[src/hdl/drqs_pkg.sv]
// ----------------------------------------------------------------------------
// drqs_pkg
// Types and constants shared by the dual ready-queue scheduler modules.
// ----------------------------------------------------------------------------
package drqs_pkg;

    localparam int HANDLE_W        = 8;
    localparam int SLICE_W         = 16;
    localparam int QUEUE_DEPTH_DEF = 16;
    localparam int ENTRY_W         = HANDLE_W + SLICE_W;

    typedef enum logic [1:0] {
        OP_PUT   = 2'd0,
        OP_GET   = 2'd1,
        OP_FLUSH = 2'd2,
        OP_NOP   = 2'd3
    } op_t;

    typedef struct packed {
        op_t                 op;
        logic [HANDLE_W-1:0] thread_handle;
        logic [SLICE_W-1:0]  slice_length;
        logic                is_kernel;
        logic                to_front;
        logic                want_kernel;
        logic                running_is_kernel;
    } item_t;

    typedef struct packed {
        logic                found;
        logic [HANDLE_W-1:0] handle_out;
        logic                reloaded;
        logic [SLICE_W-1:0]  ticks_left;
        logic                put_dropped;
    } result_t;

    typedef struct packed {
        logic [HANDLE_W-1:0] handle;
        logic [SLICE_W-1:0]  slice;
    } entry_t;

    typedef enum logic {
        ST_IDLE = 1'b0,
        ST_READ = 1'b1
    } state_t;

    // controller to datapath
    typedef struct packed {
        logic accept;   // take the input word this cycle
        logic finish;   // RAM read data is ready, form the get result
    } ctrl_cmd_t;

    // datapath to controller
    typedef struct packed {
        logic get_hit;  // presented word is a get whose queue holds a thread
        logic out_busy; // result word waits and is stalled
    } dp_status_t;

endpackage

[src/hdl/drqs_ram.sv]
// ----------------------------------------------------------------------------
// drqs_ram
// Generic single-write, single-read RAM with registered read data.
// ----------------------------------------------------------------------------
module drqs_ram #(
    parameter int WIDTH = 24,
    parameter int DEPTH = 16
) (
    input  logic                                clk,
    input  logic                                we,
    input  logic [((DEPTH > 1) ? $clog2(DEPTH) : 1)-1:0] waddr,
    input  logic [WIDTH-1:0]                    wdata,
    input  logic                                re,
    input  logic [((DEPTH > 1) ? $clog2(DEPTH) : 1)-1:0] raddr,
    output logic [WIDTH-1:0]                    rdata
);

    logic [WIDTH-1:0] mem [DEPTH];
    logic [WIDTH-1:0] rdata_reg;

    always_ff @(posedge clk)
    begin
        if (we)
        begin
            mem[waddr] <= wdata;
        end
        if (re)
        begin
            rdata_reg <= mem[raddr];
        end
    end

    assign rdata = rdata_reg;

endmodule

[src/hdl/drqs_ctrl.sv]
// ----------------------------------------------------------------------------
// drqs_ctrl
// Sequencer: accepts one word at a time and waits out the RAM read of a get.
// ----------------------------------------------------------------------------
module drqs_ctrl (
    input  logic                   clk,
    input  logic                   rst_n,
    input  logic                   item_valid,
    output logic                   item_stall,
    input  drqs_pkg::dp_status_t   status,
    output drqs_pkg::ctrl_cmd_t    cmd
);

    import drqs_pkg::*;

    state_t state_reg;
    state_t state_next;

    always_ff @(posedge clk or negedge rst_n)
    begin
        if (!rst_n)
        begin
            state_reg <= ST_IDLE;
        end
        else
        begin
            state_reg <= state_next;
        end
    end

    always_comb
    begin
        state_next = state_reg;
        cmd        = '0;
        item_stall = 1'b1;
        unique case (state_reg)
            ST_IDLE:
            begin
                item_stall = status.out_busy;
                cmd.accept = item_valid && !status.out_busy;
                if (cmd.accept && status.get_hit)
                begin
                    state_next = ST_READ;
                end
            end
            ST_READ:
            begin
                cmd.finish = 1'b1;
                state_next = ST_IDLE;
            end
            default:
            begin
                state_next = ST_IDLE;
            end
        endcase
    end

endmodule

[src/hdl/drqs_dp.sv]
// ----------------------------------------------------------------------------
// drqs_dp
// Datapath: ring pointers and counts, the two entry RAMs, the remaining-ticks
// register and the result register.
// ----------------------------------------------------------------------------
module drqs_dp #(
    parameter int QUEUE_DEPTH = drqs_pkg::QUEUE_DEPTH_DEF
) (
    input  logic                   clk,
    input  logic                   rst_n,
    input  drqs_pkg::item_t        item,
    output logic                   result_valid,
    input  logic                   result_stall,
    output drqs_pkg::result_t      result,
    input  drqs_pkg::ctrl_cmd_t    cmd,
    output drqs_pkg::dp_status_t   status
);

    import drqs_pkg::*;

    localparam int IDX_W = (QUEUE_DEPTH > 1) ? $clog2(QUEUE_DEPTH) : 1;
    localparam int CNT_W = $clog2(QUEUE_DEPTH + 1);
    localparam logic [CNT_W-1:0] FULL_CNT = CNT_W'(QUEUE_DEPTH);
    localparam logic [IDX_W-1:0] LAST_IDX = IDX_W'(QUEUE_DEPTH - 1);
    localparam logic [CNT_W:0]   DEPTH_EXT = (CNT_W + 1)'(QUEUE_DEPTH);

    function automatic logic [IDX_W-1:0] ring_next(input logic [IDX_W-1:0] p);
        return (p == LAST_IDX) ? '0 : IDX_W'(p + 1'b1);
    endfunction

    function automatic logic [IDX_W-1:0] ring_prev(input logic [IDX_W-1:0] p);
        return (p == '0) ? LAST_IDX : IDX_W'(p - 1'b1);
    endfunction

    function automatic logic [IDX_W-1:0] ring_tail(input logic [IDX_W-1:0] first,
                                                   input logic [CNT_W-1:0] count);
        logic [CNT_W:0] sum;
        sum = (CNT_W + 1)'(first) + (CNT_W + 1)'(count);
        if (sum >= DEPTH_EXT)
        begin
            sum = sum - DEPTH_EXT;
        end
        return sum[IDX_W-1:0];
    endfunction

    logic [IDX_W-1:0]   user_first_reg, user_first_next;
    logic [CNT_W-1:0]   user_count_reg, user_count_next;
    logic [IDX_W-1:0]   kernel_first_reg, kernel_first_next;
    logic [CNT_W-1:0]   kernel_count_reg, kernel_count_next;
    logic [SLICE_W-1:0] ticks_reg, ticks_next;
    logic               sel_kernel_reg, sel_kernel_next;
    logic               no_reload_reg, no_reload_next;
    logic               result_valid_reg, result_valid_next;
    result_t            result_reg, result_next;

    logic               user_we, user_re, kernel_we, kernel_re;
    logic [IDX_W-1:0]   user_waddr, user_raddr, kernel_waddr, kernel_raddr;
    entry_t             wentry, user_rentry, kernel_rentry, rentry;

    drqs_ram #(.WIDTH(ENTRY_W), .DEPTH(QUEUE_DEPTH)) u_user_ram (
        .clk   (clk),
        .we    (user_we),
        .waddr (user_waddr),
        .wdata (wentry),
        .re    (user_re),
        .raddr (user_raddr),
        .rdata (user_rentry)
    );

    drqs_ram #(.WIDTH(ENTRY_W), .DEPTH(QUEUE_DEPTH)) u_kernel_ram (
        .clk   (clk),
        .we    (kernel_we),
        .waddr (kernel_waddr),
        .wdata (wentry),
        .re    (kernel_re),
        .raddr (kernel_raddr),
        .rdata (kernel_rentry)
    );

    assign wentry.handle   = item.thread_handle;
    assign wentry.slice    = item.slice_length;
    assign user_raddr      = user_first_reg;
    assign kernel_raddr    = kernel_first_reg;
    assign rentry          = sel_kernel_reg ? kernel_rentry : user_rentry;

    assign status.get_hit  = (item.op == OP_GET) &&
                             (item.want_kernel ? (kernel_count_reg != '0)
                                               : (user_count_reg != '0));
    assign status.out_busy = result_valid_reg && result_stall;

    always_comb
    begin
        user_first_next   = user_first_reg;
        user_count_next   = user_count_reg;
        kernel_first_next = kernel_first_reg;
        kernel_count_next = kernel_count_reg;
        ticks_next        = ticks_reg;
        sel_kernel_next   = sel_kernel_reg;
        no_reload_next    = no_reload_reg;
        result_next       = result_reg;
        result_valid_next = result_valid_reg && result_stall;
        user_we           = 1'b0;
        user_re           = 1'b0;
        kernel_we         = 1'b0;
        kernel_re         = 1'b0;
        user_waddr        = ring_tail(user_first_reg, user_count_reg);
        kernel_waddr      = ring_tail(kernel_first_reg, kernel_count_reg);

        if (cmd.accept)
        begin
            // direct result; a get that finds a thread overwrites it on finish
            result_next            = '0;
            result_next.ticks_left = ticks_reg;
            result_valid_next      = !status.get_hit;
            case (item.op)
                OP_PUT:
                begin
                    if (item.is_kernel)
                    begin
                        if (kernel_count_reg == FULL_CNT)
                        begin
                            result_next.put_dropped = 1'b1;
                        end
                        else
                        begin
                            kernel_we         = 1'b1;
                            kernel_count_next = CNT_W'(kernel_count_reg + 1'b1);
                        end
                    end
                    else if (user_count_reg == FULL_CNT)
                    begin
                        result_next.put_dropped = 1'b1;
                    end
                    else
                    begin
                        user_we         = 1'b1;
                        user_count_next = CNT_W'(user_count_reg + 1'b1);
                        if (item.to_front)
                        begin
                            user_waddr      = ring_prev(user_first_reg);
                            user_first_next = ring_prev(user_first_reg);
                        end
                    end
                end
                OP_GET:
                begin
                    sel_kernel_next = item.want_kernel;
                    no_reload_next  = item.running_is_kernel;
                    if (status.get_hit)
                    begin
                        if (item.want_kernel)
                        begin
                            kernel_re         = 1'b1;
                            kernel_first_next = ring_next(kernel_first_reg);
                            kernel_count_next = CNT_W'(kernel_count_reg - 1'b1);
                        end
                        else
                        begin
                            user_re         = 1'b1;
                            user_first_next = ring_next(user_first_reg);
                            user_count_next = CNT_W'(user_count_reg - 1'b1);
                        end
                    end
                end
                OP_FLUSH:
                begin
                    user_first_next   = '0;
                    user_count_next   = '0;
                    kernel_first_next = '0;
                    kernel_count_next = '0;
                end
                default:
                begin
                end
            endcase
        end

        if (cmd.finish)
        begin
            result_next             = '0;
            result_next.found       = 1'b1;
            result_next.handle_out  = rentry.handle;
            result_next.ticks_left  = ticks_reg;
            if (!sel_kernel_reg && !no_reload_reg)
            begin
                ticks_next             = rentry.slice;
                result_next.reloaded   = 1'b1;
                result_next.ticks_left = rentry.slice;
            end
            result_valid_next = 1'b1;
        end
    end

    always_ff @(posedge clk or negedge rst_n)
    begin
        if (!rst_n)
        begin
            user_first_reg   <= '0;
            user_count_reg   <= '0;
            kernel_first_reg <= '0;
            kernel_count_reg <= '0;
            ticks_reg        <= '0;
            result_valid_reg <= 1'b0;
        end
        else
        begin
            user_first_reg   <= user_first_next;
            user_count_reg   <= user_count_next;
            kernel_first_reg <= kernel_first_next;
            kernel_count_reg <= kernel_count_next;
            ticks_reg        <= ticks_next;
            result_valid_reg <= result_valid_next;
        end
    end

    always_ff @(posedge clk)
    begin
        result_reg     <= result_next;
        sel_kernel_reg <= sel_kernel_next;
        no_reload_reg  <= no_reload_next;
    end

    assign result_valid = result_valid_reg;
    assign result       = result_reg;

endmodule

[src/hdl/dual_ready_queue_scheduler_core.sv]
// ----------------------------------------------------------------------------
// dual_ready_queue_scheduler_core
// Kernel FIFO and user deque of thread handles with slice reload on user get.
// ----------------------------------------------------------------------------
// One word is in work at a time. A put, a flush, a no-op and a get from an
// empty queue have their result word registered at the accepting edge. A get
// that finds a thread reads the entry RAM of the chosen queue at the accepting
// edge, and the result word forms from the registered read data at the next
// edge. A new word is taken in any idle cycle in which the result register is
// empty or its word leaves. Both queues hold QUEUE_DEPTH entries in RAM; a put
// to a full queue is dropped and flagged. Entry RAMs need no clearing after
// reset.
module dual_ready_queue_scheduler_core #(
    parameter int QUEUE_DEPTH = drqs_pkg::QUEUE_DEPTH_DEF
) (
    input  logic                clk,
    input  logic                rst_n,
    input  logic                item_valid,
    output logic                item_stall,
    input  drqs_pkg::item_t     item,
    output logic                result_valid,
    input  logic                result_stall,
    output drqs_pkg::result_t   result
);

    import drqs_pkg::*;

    ctrl_cmd_t  cmd;
    dp_status_t status;

    drqs_ctrl u_ctrl (
        .clk        (clk),
        .rst_n      (rst_n),
        .item_valid (item_valid),
        .item_stall (item_stall),
        .status     (status),
        .cmd        (cmd)
    );

    drqs_dp #(.QUEUE_DEPTH(QUEUE_DEPTH)) u_dp (
        .clk          (clk),
        .rst_n        (rst_n),
        .item         (item),
        .result_valid (result_valid),
        .result_stall (result_stall),
        .result       (result),
        .cmd          (cmd),
        .status       (status)
    );

endmodule

[config.mk]
export PLATFORM = sky130hd
export DESIGN_NAME = dual_ready_queue_scheduler_core
export DESIGN_NICKNAME = d
export VERILOG_FILES = /design/src/hdl/drqs_pkg.sv /design/src/hdl/drqs_ram.sv /design/src/hdl/drqs_ctrl.sv /design/src/hdl/drqs_dp.sv /design/src/hdl/dual_ready_queue_scheduler_core.sv
export SDC_FILE = /design/constraint.sdc
export NUM_CORES = 1
export LEC_CHECK = 0
export ABC_AREA = 1
export BUFFER_PORTS_ARGS = -buffer_cell sky130_fd_sc_hd__buf_2
export CAP_MARGIN = 10
export CORE_ASPECT_RATIO = 1.25
export CORE_MARGIN = 1
export CORE_UTILIZATION = 64
export CTS_CLUSTER_DIAMETER = 50
export DETAILED_ROUTE_END_ITERATION = 8
export GPL_TIMING_DRIVEN = 0
export HOLD_SLACK_MARGIN = 0.06
export PLACE_DENSITY = 0.81
export SLEW_MARGIN = 25
export SYNTH_ARGS = -nofsm -noshare
export SYNTH_HDL_FRONTEND = slang
export SYNTH_HIERARCHICAL = 1
export SYNTH_SLANG_ARGS = --single-unit
[constraint.sdc]
create_clock -name clk -period 7.1 [get_ports clk]
set_input_delay 1.065 -clock clk [delete_from_list [all_inputs] [get_ports clk]]
set_output_delay 1.065 -clock clk [all_outputs]
set_load 0.05 [all_outputs]
==> out/qor.log <==
qor: outcome.status complete, but fails checks
qor: outcome.failed_checks design-rule violations
qor: drt.drt_first_pass_iters 9
qor: cts.cts.clk_slew.worst_paths 70 ps
qor: cells_and_area.nNetsFinal 2785
qor: critical_path.timing.critical_path.fanout_max 13
qor: cells_and_area.finalCoreUtilization 0.734
qor: drt.drtAntennaViolNets 0
qor: run.cap_violations 0
qor: drt.dr_total_vias 19600
qor: cts.post_cts_setup_buffers 0
qor: drt.drt_iter0_drc 3039
qor: global_route.vias_in_the_first_global_route 19400
qor: place.port-buffer-count 62
qor: cts.cts_num_sinks 609
qor: cells_and_area.final_area 30300 um^2
qor: critical_path.critical_path_class flop to flop
qor: drt.drt_drc_violations_left 1
qor: timing.timing_hold_violations_final 0
qor: yosys.synth_area_per_cell 10.3 um^2
qor: power.power.leakage 13.0 nW
qor: drt.routed_wirelength 74600 um
qor: critical_path.end_kind flop
qor: yosys.syn_nets 2649
qor: power.worst_ir_drop_vdd 0.000262 V
qor: critical_path.startpoint_type flop
qor: global_route.largest_net_degree_at_the_start_of_global_routing 37
qor: cts.tritoncts built
qor: global_route.globalRouteTotalUtil 0.359
qor: timing.layout_min_cycle_time 3600 ps
qor: power.internal_power 7.03 mW
qor: timing.timing.slew.headroom 0.237
qor: global_route.number_of_antenna_violations_at_the_first_check_in_global_routing 4
qor: power.share_seq_of_total_power 0.377
qor: global_route.global_route_wire_length_before_repair 111000 um
qor: critical_path.reg2reg_setup_slack 3500 ps
qor: global_route.global_route.overflow_total 0
qor: cts.numCtsBuffers 55
qor: yosys.synth_cells 2592
qor: place.dp_hpwl 48600 um
qor: timing.worst_clock_skew 18.3 ps
qor: cts.cts_hold_repair.buffers 0
qor: place.placed_area 28400 um^2
qor: critical_path.required 7440 ps
qor: power.pwr_density_cell 378 nW/um^2
qor: power.power_switching_share 0.385
qor: drt.wl_per_cell 22.4 um
qor: power.share_comb_of_total_power 0.355
qor: yosys.yosysWarningCount 6
qor: hold_path.holdCritPathClass flop to flop
qor: floorplanning.design.portCount 63
qor: cells_and_area.area_growth 12.9%
qor: drt.drt-vias-per-instance 5.88
qor: power.clock_power_share 0.269
qor: cts.htree_levels 2
qor: timing.measured_slew_at_the_worst_slew_check_pin 1140 ps
qor: critical_path.worst-endpoint-arrival 3940 ps
qor: floorplanning.die_h 231 um
qor: floorplanning.row_count 83
qor: timing.grt_setup_unrepaired false
qor: floorplanning.die_area 42700 um^2
qor: cts.maximum_count_of_clock_buffers_along_a_single_path 3
qor: timing.maxSlewViolCount 0
qor: yosys.synth_area 26800 um^2
qor: timing.maxClockFrequency 278 MHz
qor: power.p_switching 4.40 mW
qor: place.globalplace.congestion 0.951
qor: power.design_power_total 11.4 mW
qor: cells_and_area.drive_gt1_frac 0.114
qor: cells_and_area.largest_reg_flops 384
qor: floorplanning.design.core.area 41200 um^2
qor: timing.finalSetupTns 0 ps
qor: cts.cts_resized 0
qor: floorplanning.die_x 185 um
qor: floorplanning.start_util 0.650
qor: cts.clock_insertion_delay_at_the_later_pin_of_the_skew_report 630 ps
qor: timing.finalSetupViolations 0
qor: cts.ctsRootBufferMaster sky130_fd_sc_hd__clkbuf_16
qor: timing.final.period_utilization 0.507
==> layout by cell type, fill, tap and decap left out, types with 11 or more instances in the layout <==
master / instances
sky130_fd_sc_hd__buf_1: 18
sky130_fd_sc_hd__buf_16: 15
sky130_fd_sc_hd__buf_2: 149
sky130_fd_sc_hd__buf_4: 28
sky130_fd_sc_hd__clkbuf_1: 31
sky130_fd_sc_hd__clkbuf_16: 59
sky130_fd_sc_hd__clkinv_1: 11
sky130_fd_sc_hd__dfrtp_1: 36
sky130_fd_sc_hd__edfxtp_1: 571
sky130_fd_sc_hd__ha_1: 19
sky130_fd_sc_hd__inv_1: 447
sky130_fd_sc_hd__nand2_1: 760
sky130_fd_sc_hd__nand3_1: 400
sky130_fd_sc_hd__nor2_1: 52
sky130_fd_sc_hd__nor2_4: 19
sky130_fd_sc_hd__o21ai_0: 53
==> critical path, cell delays in order (launching register included) <==
cell	delay, ps
sky130_fd_sc_hd__dfrtp_1	660
sky130_fd_sc_hd__ha_1	250
sky130_fd_sc_hd__inv_1	60
sky130_fd_sc_hd__fa_1	380
sky130_fd_sc_hd__xor2_1	170
sky130_fd_sc_hd__o21ai_0	400
sky130_fd_sc_hd__nand3b_1	460
sky130_fd_sc_hd__nor2_4	670
sky130_fd_sc_hd__buf_16	230
==> routing by layer <==
metal	vias up	wire length [um]	global-route usage	share of wire
met2	1361	35600	0.584	0.48
li1	8650	-	-	-
met5	-	42	0	0.00056
met3	377	8390	0.0817	0.11
met4	6	5920	0.247	0.079
met1	9175	24600	0.424	0.33
==> power by group through the flow <==
stage | logic [mW] | registers (mW) | clock network (mW)
2_1_floorplan | 2.30 | 4.42 | 0
3_3_place_gp | 3.61 | 4.36 | 0
3_5_place_dp | 3.81 | 4.37 | 0
4_1_cts | 3.88 | 4.30 | 3.08
5_1_grt | 4.27 | 4.31 | 3.22
6_report | 4.05 | 4.30 | 3.07
==> cell type report <==
| class | count | area [um^2] |
|---|---|---|
| Timing Repair Buffer | 79 | 754 |
| Clock buffer | 73 | 1550 |
| Tap cell | 552 | 691 |
| Buffer | 153 | 796 |
| Clock inverter | 29 | 323 |
| Multi-Input combinational cell | 1375 | 6340 |
| Antenna cell | 1 | 2.50 |
| Fill cell | 2647 | 11000 |
| Inverter | 455 | 1710 |
| Sequential cell | 609 | 18100 |
==> path summary, 6_finish.rpt <==
path | from | endpoint | cells after the start
setup / recovery | u_dp/user_first_reg[0] | u_dp/u_user_ram/mem[5][12] | 8
hold / removal | u_dp/result[26] | u_dp/result[26] | 1
setup reg to reg | u_dp/user_first_reg[0] | u_dp/u_user_ram/mem[5][12] | 8
hold reg to reg | u_dp/result[26] | u_dp/result[26] | 1
max in group asynchronous | rst_n | u_ctrl/state_reg | 1
min in group asynchronous | rst_n | u_dp/kernel_count_reg[4] | 1
==> through the flow <==
step	hold slack, ps	std cells	setup WS, ps
finish	460	3326	3500
global route	496	3326	3400
CTS	462	3324	3640
detailed placement	447	3222	3030
global placement	435	3206	1800
floorplan	437	2592	3360
Power figures use the tool's default switching activity.
